### config.mk
export PLATFORM = sky130hd
export DESIGN_NAME = wpu_cfg
export DESIGN_NICKNAME = d
export VERILOG_FILES = /design/src/wpu_pkg.sv /design/src/wpu_cfg.sv
export SDC_FILE = /design/constraint.sdc
export NUM_CORES = 1
export LEC_CHECK = 0
export BUFFER_PORTS_ARGS = -buffer_cell sky130_fd_sc_hd__buf_2
export CORE_MARGIN = 8
export CORE_UTILIZATION = 42
export CTS_CLUSTER_DIAMETER = 50
export DETAILED_ROUTE_END_ITERATION = 12
export PLACE_DENSITY = 0.72
export REMOVE_ABC_BUFFERS = 1
export SYNTH_ARGS = -nofsm -noshare
export SYNTH_HDL_FRONTEND = slang
export SYNTH_SLANG_ARGS = --single-unit
export TNS_END_PERCENT = 10
### constraint.sdc
create_clock -name clk -period 2.05 [get_ports clk]
set_input_delay 0.41 -clock clk [delete_from_list [all_inputs] [get_ports clk]]
set_output_delay 0.41 -clock clk [all_outputs]
set_load 0.03 [all_outputs]
### src/wpu_pkg.sv
`timescale 1ns / 1ps
// Shared types and register map for the world-to-screen projection unit.
// No dependencies; every other file except wpu_div refers to this package by scoped names.
package wpu_pkg;

	// One projection row: three weights and a translation, signed fixed point.
	typedef struct packed {
		logic signed [31:0] w_x;
		logic signed [31:0] w_y;
		logic signed [31:0] w_z;
		logic signed [31:0] trans;
	} coef_row_t;

	// Decoded configuration as seen by the datapath.
	typedef struct packed {
		coef_row_t          row_x;
		coef_row_t          row_y;
		coef_row_t          row_d;
		logic signed [15:0] left;
		logic signed [15:0] top;
		logic [15:0]        win_w;
		logic [15:0]        win_h;
	} wpu_cfg_t;

	localparam int ADDR_W   = 6;
	localparam int ADDR_LSB = 3;
	localparam int DATA_W   = 64;

	localparam logic [2:0] REG_X_FIRST  = 3'd0;
	localparam logic [2:0] REG_X_SECOND = 3'd1;
	localparam logic [2:0] REG_Y_FIRST  = 3'd2;
	localparam logic [2:0] REG_Y_SECOND = 3'd3;
	localparam logic [2:0] REG_D_FIRST  = 3'd4;
	localparam logic [2:0] REG_D_SECOND = 3'd5;
	localparam logic [2:0] REG_ORIGIN   = 3'd6;
	localparam logic [2:0] REG_EXTENT   = 3'd7;

endpackage

### src/wpu_cfg.sv
`timescale 1ns / 1ps
// Configuration register file behind the APB-style port.
// Depends on wpu_pkg for the register map and the decoded configuration type.
module wpu_cfg #(
	parameter int FRAC_BITS = 16
) (
	input  logic                                clk,
	input  logic                                arst_n,
	input  logic                                psel,
	input  logic                                penable,
	input  logic                                pwrite,
	input  logic [wpu_pkg::ADDR_W-1:0]          paddr,
	input  logic [wpu_pkg::DATA_W-1:0]          pwdata,
	output logic [wpu_pkg::DATA_W-1:0]          prdata,
	output wpu_pkg::wpu_cfg_t                   cfg
);

	localparam logic [63:0] D_SECOND_RST = 64'(64'd1 << FRAC_BITS);

	logic [63:0] x_first_q, x_second_q, y_first_q, y_second_q;
	logic [63:0] d_first_q, d_second_q;
	logic [31:0] origin_q, extent_q;
	logic [2:0]  idx;
	logic        wr;

	assign idx = paddr[wpu_pkg::ADDR_W-1:wpu_pkg::ADDR_LSB];
	assign wr  = psel & penable & pwrite;

	always_ff @(posedge clk or negedge arst_n) begin
		if (!arst_n) begin
			x_first_q  <= '0;
			x_second_q <= '0;
			y_first_q  <= '0;
			y_second_q <= '0;
			d_first_q  <= '0;
			d_second_q <= D_SECOND_RST;
			origin_q   <= '0;
			extent_q   <= '0;
		end else if (wr) begin
			case (idx)
				wpu_pkg::REG_X_FIRST:  x_first_q  <= pwdata;
				wpu_pkg::REG_X_SECOND: x_second_q <= pwdata;
				wpu_pkg::REG_Y_FIRST:  y_first_q  <= pwdata;
				wpu_pkg::REG_Y_SECOND: y_second_q <= pwdata;
				wpu_pkg::REG_D_FIRST:  d_first_q  <= pwdata;
				wpu_pkg::REG_D_SECOND: d_second_q <= pwdata;
				wpu_pkg::REG_ORIGIN:   origin_q   <= pwdata[31:0];
				wpu_pkg::REG_EXTENT:   extent_q   <= pwdata[31:0];
				default: ;
			endcase
		end
	end

	always_comb begin
		case (idx)
			wpu_pkg::REG_X_FIRST:  prdata = x_first_q;
			wpu_pkg::REG_X_SECOND: prdata = x_second_q;
			wpu_pkg::REG_Y_FIRST:  prdata = y_first_q;
			wpu_pkg::REG_Y_SECOND: prdata = y_second_q;
			wpu_pkg::REG_D_FIRST:  prdata = d_first_q;
			wpu_pkg::REG_D_SECOND: prdata = d_second_q;
			wpu_pkg::REG_ORIGIN:   prdata = 64'(origin_q);
			wpu_pkg::REG_EXTENT:   prdata = 64'(extent_q);
			default:               prdata = '0;
		endcase
	end

	always_comb begin
		cfg.row_x = '{w_x: x_first_q[31:0], w_y: x_first_q[63:32],
			w_z: x_second_q[31:0], trans: x_second_q[63:32]};
		cfg.row_y = '{w_x: y_first_q[31:0], w_y: y_first_q[63:32],
			w_z: y_second_q[31:0], trans: y_second_q[63:32]};
		cfg.row_d = '{w_x: d_first_q[31:0], w_y: d_first_q[63:32],
			w_z: d_second_q[31:0], trans: d_second_q[63:32]};
		cfg.left  = origin_q[15:0];
		cfg.top   = origin_q[31:16];
		cfg.win_w = extent_q[15:0];
		cfg.win_h = extent_q[31:16];
	end

endmodule

=== Word-level counts from Yosys, hierarchy flattened ===
Index checks and enable logic that the tools add are counted.

* Bits in registers: 448
* Bits in latches: 0
* Bits in writable memories: 0
* Bits in read-only memories: 0
* Input port bits: 75
* Output and inout port bits: 512
* Word-level logic and storage cells: 27
* Memories kept: 0

* Add/sub/neg operators: 0
* Multiply operators: 0
* Div/mod/pow operators: 0
* Magnitude comparators: 0
* Eq/ne operators: 7
* Shift operators: 0
* Multiplexer cells: 1
* Bitwise operators: 2
* Reductions and logical operators: 9

{| class="wikitable"
|+ Operators with widths
! kind !! number
|-
| $pmux W64 S8 || 1
|-
| $reduce_and A2 Y1 || 8
|-
| $eq A3 B3 Y1 const B || 4
|-
| $eq A3 B2 Y1 const B || 2
|-
| $eq A3 B1 Y1 const B || 1
|-
| $logic_not A3 Y1 || 1
|-
| $and A1 B1 Y1 || 2
|}

=== Depth between registers and ports, before layout ===
Gate-level depths: netlist (run 1).

* Word-level depth: 3
* Gate-level depth with buffers: 7
* Depth with buffers taken out: 4

=== Worst setup path before layout (run 1) ===
OpenSTA, ideal clock, no wires.

* Path type: in2out
* From: input paddr[5] (netlist name)
* To: output prdata[40] (netlist name)
* Data arrival time: 1.819 ns
* Required time: 1.640 ns
* Path slack: -0.179 ns
* Stages on the path: 5
* Path buffers: 3
* Path through: buf_4 > or3_1 > buf_2 > clkbuf_1 > a21oi_1

* Cells in the longest elaborated chain, start to end: 2

{| class="wikitable"
|+ Ends and longest elaborated chain
! element !! line !! RTL
|-
| from (decl) || wpu_cfg.sv:12 || <nowiki>input logic [wpu_pkg::ADDR_W-1:0] paddr,</nowiki>
|-
| $eq A3 B3 Y1, or another cell as far along || wpu_cfg.sv:55 || <nowiki>case (idx)</nowiki>
|-
| $pmux W64 S8 (*) || wpu_cfg.sv:55 ||
|-
| to (decl) || wpu_cfg.sv:14 || <nowiki>output logic [wpu_pkg::DATA_W-1:0] prdata,</nowiki>
|}

Every way passes the cells marked *; elsewhere a longest branch is shown, timed or not.

=== Worst setup path in the final report (run 1) ===
* From: register y_first_q[54]
* To: output prdata[54] (netlist name)

* Cells in the longest elaborated chain, start to end: 1

{| class="wikitable"
|+ Ends and longest elaborated chain
! element !! line !! RTL
|-
| from (decl) || wpu_cfg.sv:20 || <nowiki>logic [63:0] x_first_q, x_second_q, y_first_q, y_second_q;</nowiki>
|-
| from (signal assigned) || wpu_cfg.sv:43 || <nowiki>wpu_pkg::REG_Y_FIRST: y_first_q <= pwdata;</nowiki>
|-
| $pmux W64 S8 || wpu_cfg.sv:55 ||
|}

Every way passes these cells.

==> impl_metrics.json, run 1 <==
{
  "cts_tree": "built",
  "synthCells": 1473,
  "yosys.area.top_type": "dfrtp_1",
  "antenna_found_initial": 4,
  "cts_max_level": 2,
  "placementRows": 80,
  "min_path_type": "in -> reg",
  "synthArstFlopShare_pct": 100,
  "ys_seq_elements": 448,
  "vias": 15900,
  "core_um2": 47400,
  "drive_gt1_share_pct": 58.2,
  "grt_setup_unrepaired": "true",
  "syn_to_final_growth_pct": 34.9,
  "synth_top_family_by_area": "multiplexers",
  "period_needed_ns": 2.23,
  "final_nets": 2227,
  "syn_area_um2": 20100,
  "fin_ws_ns": -0.183,
  "total_power_mw": 31.6,
  "endpoint": "prdata[54]",
  "muxShareOfSynthArea_pct": 30.7,
  "die_w_um": 235,
  "timing.rr.end": "y_second_q[40]$_DFFE_PN0P_",
  "dieArea_um2": 55100,
  "seq_area_frac_synth_pct": 55.8,
  "reg2reg_depth": 3,
  "gp_congestion": 0.949,
  "syn_avg_cell_area_um2": 13.6,
  "pre_cts_ws_ns": -0.250,
  "post_dp_cell_area_um2": 24800,
  "viasPerCell": 5.65,
  "synth.top_cell.area_share_pct": 55.7,
  "grt_pass1_vias": 17200,
  "die_h_um": 235,
  "fmax_mhz": 448,
  "relSlewSlack_pct": 68.6,
  "vdd_drop_max_v": 0.000929,
  "start_util_pct": 42.3,
  "yosys_warnings": 0,
  "io_pins": 587,
  "synth_xor_area_share_pct": 0,
  "fin_skew_ns": 0,
  "synth.area.top_cells": "dfrtp_1 (56%), mux2_2 (23%), mux2i_1 (6.0%), o22a_1 (1.9%), a21oi_1 (1.8%)",
  "critPathLaunchType": "flop",
  "drt-pass1-iter-count": 5,
  "fin_crit_sh_pct": 109,
  "finalSetupViolations": 52,
  "cp-end-kind": "primary output",
  "finalHoldViolations": 0,
  "drc": 0,
  "first_iter_violations": 1154,
  "critPathLaunch": "y_first_q[54]$_DFFE_PN0P_",
  "cts.clk_slew.worst_paths_ns": 0.06,
  "grt_pass1_wl_um": 112000,
  "worstPathRequired_ns": 1.64,
  "worst_pin_slew_ns": 0.472,
  "nFillCells": 3910,
  "port_buffers": 583,
  "synth-edff-count": 0,
  "timing.rr.start": "y_second_q[40]$_DFFE_PN0P_",
  "cts_buffer_depth": 3,
  "synth_compound_area_share_pct": 8.45,
  "cap_violations": 0,
  "clockRootBuffer": "clkbuf_16",
  "avgRoutedWirePerCell_um": 26.5,
  "clk_latency_ns": 0.57,
  "grt-ovfl-total": 0,
  "drt-total-wl_um": 74600,
  "ant_nets": 0,
  "worstHoldStart": "pwdata[48]",
  "status": "finished, violations left",
  "grt_usage_pct": 26.2,
  "cts_sinks": 448,
  "violations": "negative setup slack",
  "final_area_um2": 27100,
  "cts_made_buffers": 50,
  "grt_max_degree": 61,
  "yosys_most_used_dff": "dfrtp_1",
  "p_leak_nw": 13.5,
  "dpl.hpwl_um": 53500,
  "drv_slew": 0,
  "synth_fa_ha_area_share_pct": 0,
  "power_density_nw_per_um2": 1170,
  "path_max_fanout": 2,
  "r2r_slack_ns": 1.06,
  "synth_simple_gate_area_share_pct": 2.04,
  "critPathArrivalTime_ns": 1.82,
  "crit_type": "reg -> out",
  "synth_cell_types": 32
}
## kinds of logic after synthesis
group,Yosys count
simple gates,85
mux,561
compound gates,263
buf+inv,116
flops,448
## synth_stat cells (3+ instances only)
cell	number
dfrtp_1	447
mux2_2	409
mux2i_1	121
a21oi_1	71
buf_2	53
o21ai_0	46
nor2_1	44
o22a_1	44
o22ai_1	42
mux2_1	31
a22oi_1	28
clkbuf_1	24
nand2_1	21
a211oi_1	15
buf_4	13
inv_1	13
a21o_1	6
a22o_1	6
buf_1	6
buf_6	6
nand2b_1	5
a221oi_1	4
nor2_4	4
nor2b_1	4
nor2_2	3
## report_power, final
part           total [mW]  switching (mW)  internal, mW
Sequential           12.2            1.59          10.6
Clock                9.16            3.70          5.45
Combinational        10.2            6.73          3.52
## layer usage
layer	up-vias	global-route usage (%)	part of all wire [%]
met5	-	0	0
met4	0	8.45	2.9
met3	148	7.17	8.1
met2	743	45.7	50
met1	8187	31.1	39
li1	6808	-	-
## registers in the layout, summed over array words and instances (netlist names)
signal,flops
d_first_q,64
d_second_q,64
x_first_q,64
x_second_q,64
y_first_q,64
y_second_q,64
extent_q,32
origin_q,32
## cells in the final DEF, fill, tap and decap left out, drive strengths merged, types with 6 or more instances in the layout
cell,n
clkbuf,72
nand2,21
o22a,44
clkinv,12
a22oi,28
dfrtp,447
o21ai,46
buf,727
mux2i,121
o22ai,42
a22o,6
inv,18
nor2,51
a21o,6
a211oi,15
mux2,440
a21oi,71
## metrics by stage
stage	TNS (ns)	std cells	util [%]	hold slack, ns
2_1_floorplan	-293.10	1371	-	0.114
3_3_place_gp	-55.53	2703	52.2	0.318
3_5_place_dp	-53.55	2703	52.2	0.317
4_1_cts	-5.92	2805	56.5	0.0907
5_1_grt	-5.81	2809	57.1	0.124
6_report	-2.95	2810	57.1	0.137
## critical path, cell delays in order (launching register included)
cell	delay (ns)
dfrtp_2	0.40
mux2_4	0.29
a221oi_4	0.33
a21oi_2	0.09
buf_6	0.15
## area by class of cell
| type | count | area, um2 | area share, % |
|---|---|---|---|
| Sequential cell | 448 | 11200 | 41.4 |
| Multi-Input combinational cell | 909 | 8530 | 31.5 |
| Timing Repair Buffer | 729 | 4830 | 17.8 |
| Clock buffer | 71 | 1450 | 5.36 |
| Tap cell | 615 | 769 | 2.84 |
| Clock inverter | 20 | 231 | 0.854 |
| Inverter | 14 | 55.1 | 0.203 |
| Antenna cell | 4 | 10.0 | 0.0369 |
## worst min path at each step
stage | to | slack [ns] | cells after the start
final | y_first_q[48]$_DFFE_PN0P_ | 0.14 | 3
after global routing | y_first_q[48]$_DFFE_PN0P_ | 0.12 | 3
after CTS | y_first_q[48]$_DFFE_PN0P_ | 0.09 | 3
after detailed placement | y_first_q[47]$_DFFE_PN0P_ | 0.32 | 1
after global placement | x_first_q[47]$_DFFE_PN0P_ | 0.32 | 1
after floorplan | d_first_q[0]$_DFFE_PN0P_ | 0.11 | 0
## timing repair
item / CTS / global route
endpoints found under the hold margin: 22 / 0
setup buffers: 8 / 1
gates resized for setup: 74 / 66
pin swaps: 22 / 13
hold buffers: 1 / 0
gates cloned: 2 / 0
endpoints found under the setup margin: 64 / 64
(Power assumes the default switching activity.)
==> run 2, diff against run 1 <==
- PLACE_DENSITY: 0.72 -> 0.75
- clock period: 2.05 -> 1.9 ns (I/O delays scaled with it)
==> impl_metrics.json, run 2 (synthesis gave the netlist of run 1 again) <==
{
  "syn_to_final_growth_pct": 38.3,
  "avgRoutedWirePerCell_um": 26.8,
  "die_w_um": 235,
  "whs_path_depth": 3,
  "reg2reg_depth": 3,
  "crit_type": "reg -> out",
  "start_util_pct": 42.3,
  "final_nets": 2253,
  "cts_buffer_depth": 3,
  "fmax_mhz": 453,
  "drv_slew": 0,
  "cts_sinks": 448,
  "drt-pass1-iter-count": 5,
  "total_power_mw": 35.4,
  "final_cell_mix": "buf_2 (517), dfrtp_1 (444), mux2_2 (406)",
  "cts.clk_slew.worst_paths_ns": 0.06,
  "viasPerCell": 5.81,
  "timing.rr.start": "y_second_q[54]$_DFFE_PN0P_",
  "drt-total-wl_um": 76100,
  "cts_made_buffers": 53,
  "worst_pin_slew_ns": 0.500,
  "drive_gt1_share_pct": 60.0,
  "grt_pass1_wl_um": 115000,
  "min_path_type": "in -> reg",
  "grt-ovfl-total": 0,
  "status": "finished, violations left",
  "antennaDiodeCount": 0,
  "cap_violations": 0,
  "worstHoldStart": "pwdata[44]",
  "drc": 0,
  "gp_congestion": 0.961,
  "r2r_slack_ns": 0.88,
  "period_needed_ns": 2.21,
  "final_common_cell": "buf_2",
  "worstPathRequired_ns": 1.52,
  "relSlewSlack_pct": 66.7,
  "register_area_um2": 11200,
  "port_buffers": 583,
  "ant_nets": 0,
  "tns_ns": -8.43,
  "dieArea_um2": 55100,
  "p_leak_nw": 13.8,
  "finalHoldViolations": 0,
  "path_max_fanout": 2,
  "antenna_found_initial": 3,
  "grt_setup_unrepaired": "true",
  "io_pins": 587,
  "critPathArrivalTime_ns": 1.83,
  "fin_ws_ns": -0.307,
  "fin_skew_ns": 0,
  "hold-path-endpoint": "y_first_q[44]$_DFFE_PN0P_",
  "vias": 16500,
  "cp-end-kind": "primary output",
  "placementRows": 80,
  "finalSetupViolations": 64,
  "nFillCells": 3727,
  "grt_pass1_vias": 17800,
  "cts_tree": "built",
  "violations": "negative setup slack",
  "cts_max_level": 2,
  "die_h_um": 235,
  "grt_usage_pct": 26.8,
  "timing.rr.end": "y_second_q[54]$_DFFE_PN0P_",
  "critPathLaunch": "y_second_q[54]$_DFFE_PN0P_",
  "vdd_drop_max_v": 0.00108,
  "grt_max_degree": 55,
  "clockRootBuffer": "clkbuf_16",
  "clk_latency_ns": 0.57,
  "dpl.hpwl_um": 53500,
  "first_iter_violations": 1235,
  "multiInputGateArea_um2": 8680,
  "fin_crit_sh_pct": 116,
  "critPathLaunchType": "flop",
  "power_density_nw_per_um2": 1270,
  "core_um2": 47400
}
[run 2: cell types whose count changed in the layout (fill, tap and decap cells not counted), moves of 6 or more]
cell	previous run	this run
buf_4	112	135
buf_6	27	50
buf_2	539	517
a22oi_1	23	9
a22oi_2	5	19
o21ai_0	44	34
o21ai_1	2	11
buf_12	37	45
buf_8	8	2
[run 2: timing repair]
item / CTS / global route
hold endpoints to repair: 25 / 0
setup buffers: 16 / 8
cloned: 1 / 0
endpoints found under the setup margin: 64 / 64
resized for setup: 153 / 59
hold buffers: 1 / 0
pin swaps: 63 / 27
[run 2: how the worst max path moves through the flow]
stage | endpoint | slack (ns) | cells past startpoint
2_1_floorplan | y_second_q[0]$_DFFE_PN0P_ | -1.37 | 3
3_3_place_gp | prdata[44] | -0.30 | 5
3_5_place_dp | prdata[19] | -0.32 | 9
4_1_cts | prdata[54] | -0.35 | 4
5_1_grt | prdata[60] | -0.38 | 4
6_report | prdata[54] | -0.31 | 4
[run 2: metrics by stage]
step	hold slack, ns	utilization (%)	worst slack (ns)	instances	cell area (um2)
after floorplan	0.0844	-	-1.37	1371	19500
after global placement	0.304	52.6	-0.301	2716	24900
after detailed placement	0.308	52.6	-0.317	2716	24900
after CTS	0.0350	57.9	-0.349	2832	27500
after global routing	0.0798	58.5	-0.376	2838	27800
final	0.0816	58.5	-0.307	2838	27800
[run 2: cell type report]
class / instances / area share [%]
clock buffer: 78 / 5.77
clock inverter: 22 / 1.03
inverter: 14 / 0.207
multi-input combinational: 909 / 31.2
sequential: 448 / 40.4
tap: 615 / 2.77
timing repair buffer: 752 / 18.6
[run 2: power by group]
part | leakage [nW] | internal, mW | total (mW) | switching [mW]
clock | 0.930 | 6.58 | 10.7 | 4.17
sequential | 5.70 | 11.4 | 13.2 | 1.79
combinational | 7.16 | 4.03 | 11.4 | 7.40
[run 2: worst max-delay path, cell delays in order, from the launching register on]
cell,delay [ns]
dfrtp_1,0.38
mux2_4,0.27
a221oi_4,0.34
a21oi_2,0.09
buf_6,0.15
[run 2: metal layers]
metal | track usage (%) | share of wire [%] | vias to the layer above | wire, um
li1 | - | - | 6852 | -
met4 | 11.3 | 4.2 | 6 | 3180
met1 | 32.6 | 39 | 8415 | 29500
met5 | 0 | 0.055 | - | 42
met3 | 6.74 | 8.5 | 245 | 6470
met2 | 44.9 | 49 | 960 | 37000
==> run 3, diff against run 2 <==
- HOLD_SLACK_MARGIN: default -> 0.15
- RECOVER_POWER: default -> 50
==> impl_metrics.json, run 3 (synthesis gave the netlist of run 1 again) <==
{
  "drive_gt1_share_pct": 57.6,
  "violations": "negative setup slack",
  "gp_congestion": 0.961,
  "postLayoutCoreUtil_pct": 59.3,
  "syn_to_final_growth_pct": 40.0,
  "grt_usage_pct": 27.2,
  "grt_pass1_vias": 18200,
  "fin_ws_ns": -0.304,
  "reg2reg_depth": 3,
  "drc": 0,
  "whs_ns": 0.513,
  "cts_max_level": 2,
  "critPathLaunchType": "flop",
  "critPathLaunch": "y_second_q[54]$_DFFE_PN0P_",
  "final_cell_mix": "buf_2 (518), dfrtp_1 (445), mux2_2 (405)",
  "finalSetupViolations": 128,
  "timing.rr.end": "y_second_q[54]$_DFFE_PN0P_",
  "worstPathRequired_ns": 1.52,
  "worst_pin_slew_ns": 1.29,
  "register_area_um2": 11200,
  "fin_crit_sh_pct": 116,
  "r2r_slack_ns": 0.88,
  "cts_sinks": 448,
  "core_um2": 47400,
  "fin_skew_ns": 0,
  "p_leak_nw": 14.0,
  "path_max_fanout": 2,
  "relSlewSlack_pct": 13.9,
  "total_power_mw": 35.5,
  "antenna_found_initial": 1,
  "grt_pass1_wl_um": 117000,
  "dpl.hpwl_um": 53500,
  "clockRootBuffer": "clkbuf_16",
  "status": "finished, violations left",
  "viasPerCell": 5.75,
  "endpoint": "prdata[54]",
  "vias": 16700,
  "cts_made_buffers": 53,
  "final_common_cell": "buf_2",
  "nFillCells": 3658,
  "cts_tree": "built",
  "drt-pass1-iter-count": 6,
  "drt-total-wl_um": 77400,
  "fmax_mhz": 454,
  "die_h_um": 235,
  "port_buffers": 583,
  "cp-end-kind": "primary output",
  "first_iter_violations": 1278,
  "period_needed_ns": 2.20,
  "die_w_um": 235,
  "critPathArrivalTime_ns": 1.82,
  "cap_violations": 0,
  "power_density_nw_per_um2": 1260,
  "cts.clk_slew.worst_paths_ns": 0.06,
  "ant_nets": 0,
  "final_nets": 2320,
  "crit_type": "reg -> out",
  "start_util_pct": 42.3,
  "avgRoutedWirePerCell_um": 26.6,
  "placementRows": 80,
  "grt-ovfl-total": 0,
  "grt_setup_unrepaired": "true",
  "min_path_type": "reg -> reg",
  "finalHoldViolations": 0,
  "cts_buffer_depth": 3,
  "drv_slew": 0,
  "clk_latency_ns": 0.58,
  "dieArea_um2": 55100,
  "vdd_drop_max_v": 0.00107,
  "grt_max_degree": 55,
  "io_pins": 587,
  "multiInputGateArea_um2": 8600,
  "timing.rr.start": "y_second_q[54]$_DFFE_PN0P_"
}
[run 3: changes by cell type in the layout (fill, tap and decap cells not counted), sizes merged]
cell         before  now
dlygate4sd3       1   65
clkbuf           78  105
buf             751  727
diode             0    1
[run 3: critical path, cell delays in order, from the launching register on]
cell and delay, ns:
dfrtp_1 0.38, mux2_4 0.27, a221oi_4 0.34, a21oi_2 0.09
buf_6 0.15
[run 3: worst min-delay path by stage]
stage	startpoint	end	slack [ns]	cells past startpoint
finish	d_first_q[35]$_DFFE_PN0P_	d_first_q[35]$_DFFE_PN0P_	0.51	1
global route	d_first_q[35]$_DFFE_PN0P_	d_first_q[35]$_DFFE_PN0P_	0.53	1
CTS	arst_n	y_second_q[37]$_DFFE_PN0P_	0.26	2
floorplan	arst_n	d_first_q[0]$_DFFE_PN0P_	0.08	0
detailed placement	arst_n	y_second_q[37]$_DFFE_PN0P_	0.31	1
global placement	arst_n	x_second_q[49]$_DFFE_PN0P_	0.30	1
[run 3: metrics by stage]
stage          setup TNS [ns]  setup slack [ns]  instance area [um2]  cells
6_report               -11.06            -0.304                28100   2906
5_1_grt                -40.98            -0.383                28100   2906
4_1_cts                 -9.76            -0.349                28100   2896
3_5_place_dp           -73.69            -0.317                24900   2716
3_3_place_gp           -68.39            -0.301                24900   2716
2_1_floorplan         -352.62             -1.37                19500   1371
[run 3: repair_timing]
item,CTS,global route
pin swaps,63,21
gates cloned,1,0
endpoints found under the setup margin,64,64
hold buffers,65,0
buffers inserted,16,11
endpoints found under the hold margin,787,0
resized for setup,153,49
[run 3: per-layer routing]
layer  up-vias  wire length [um]  track usage [%]
met3       226              6320             6.64
li1       6993                 -                -
met2       940             37600             45.8
met1      8538             30200             32.8
met5         -                 0                0
met4         0              3230             12.2
[run 3: final cells by class]
type	instances	share of cell area (%)
diodes	1	0.00890
multi-input cells	909	30.6
flip-flops and latches	448	39.9
well taps	615	2.74
clock buffers	78	5.70
inverters	14	0.196
repair buffers	819	19.9
clock inverters	22	1.02
[run 3: where the power goes]
group	internal [mW]	total (mW)	switching, mW
sequential	11.4	13.2	1.78
clock	6.58	10.8	4.19
combinational	4.09	11.5	7.45
total	22.1	35.5	13.4
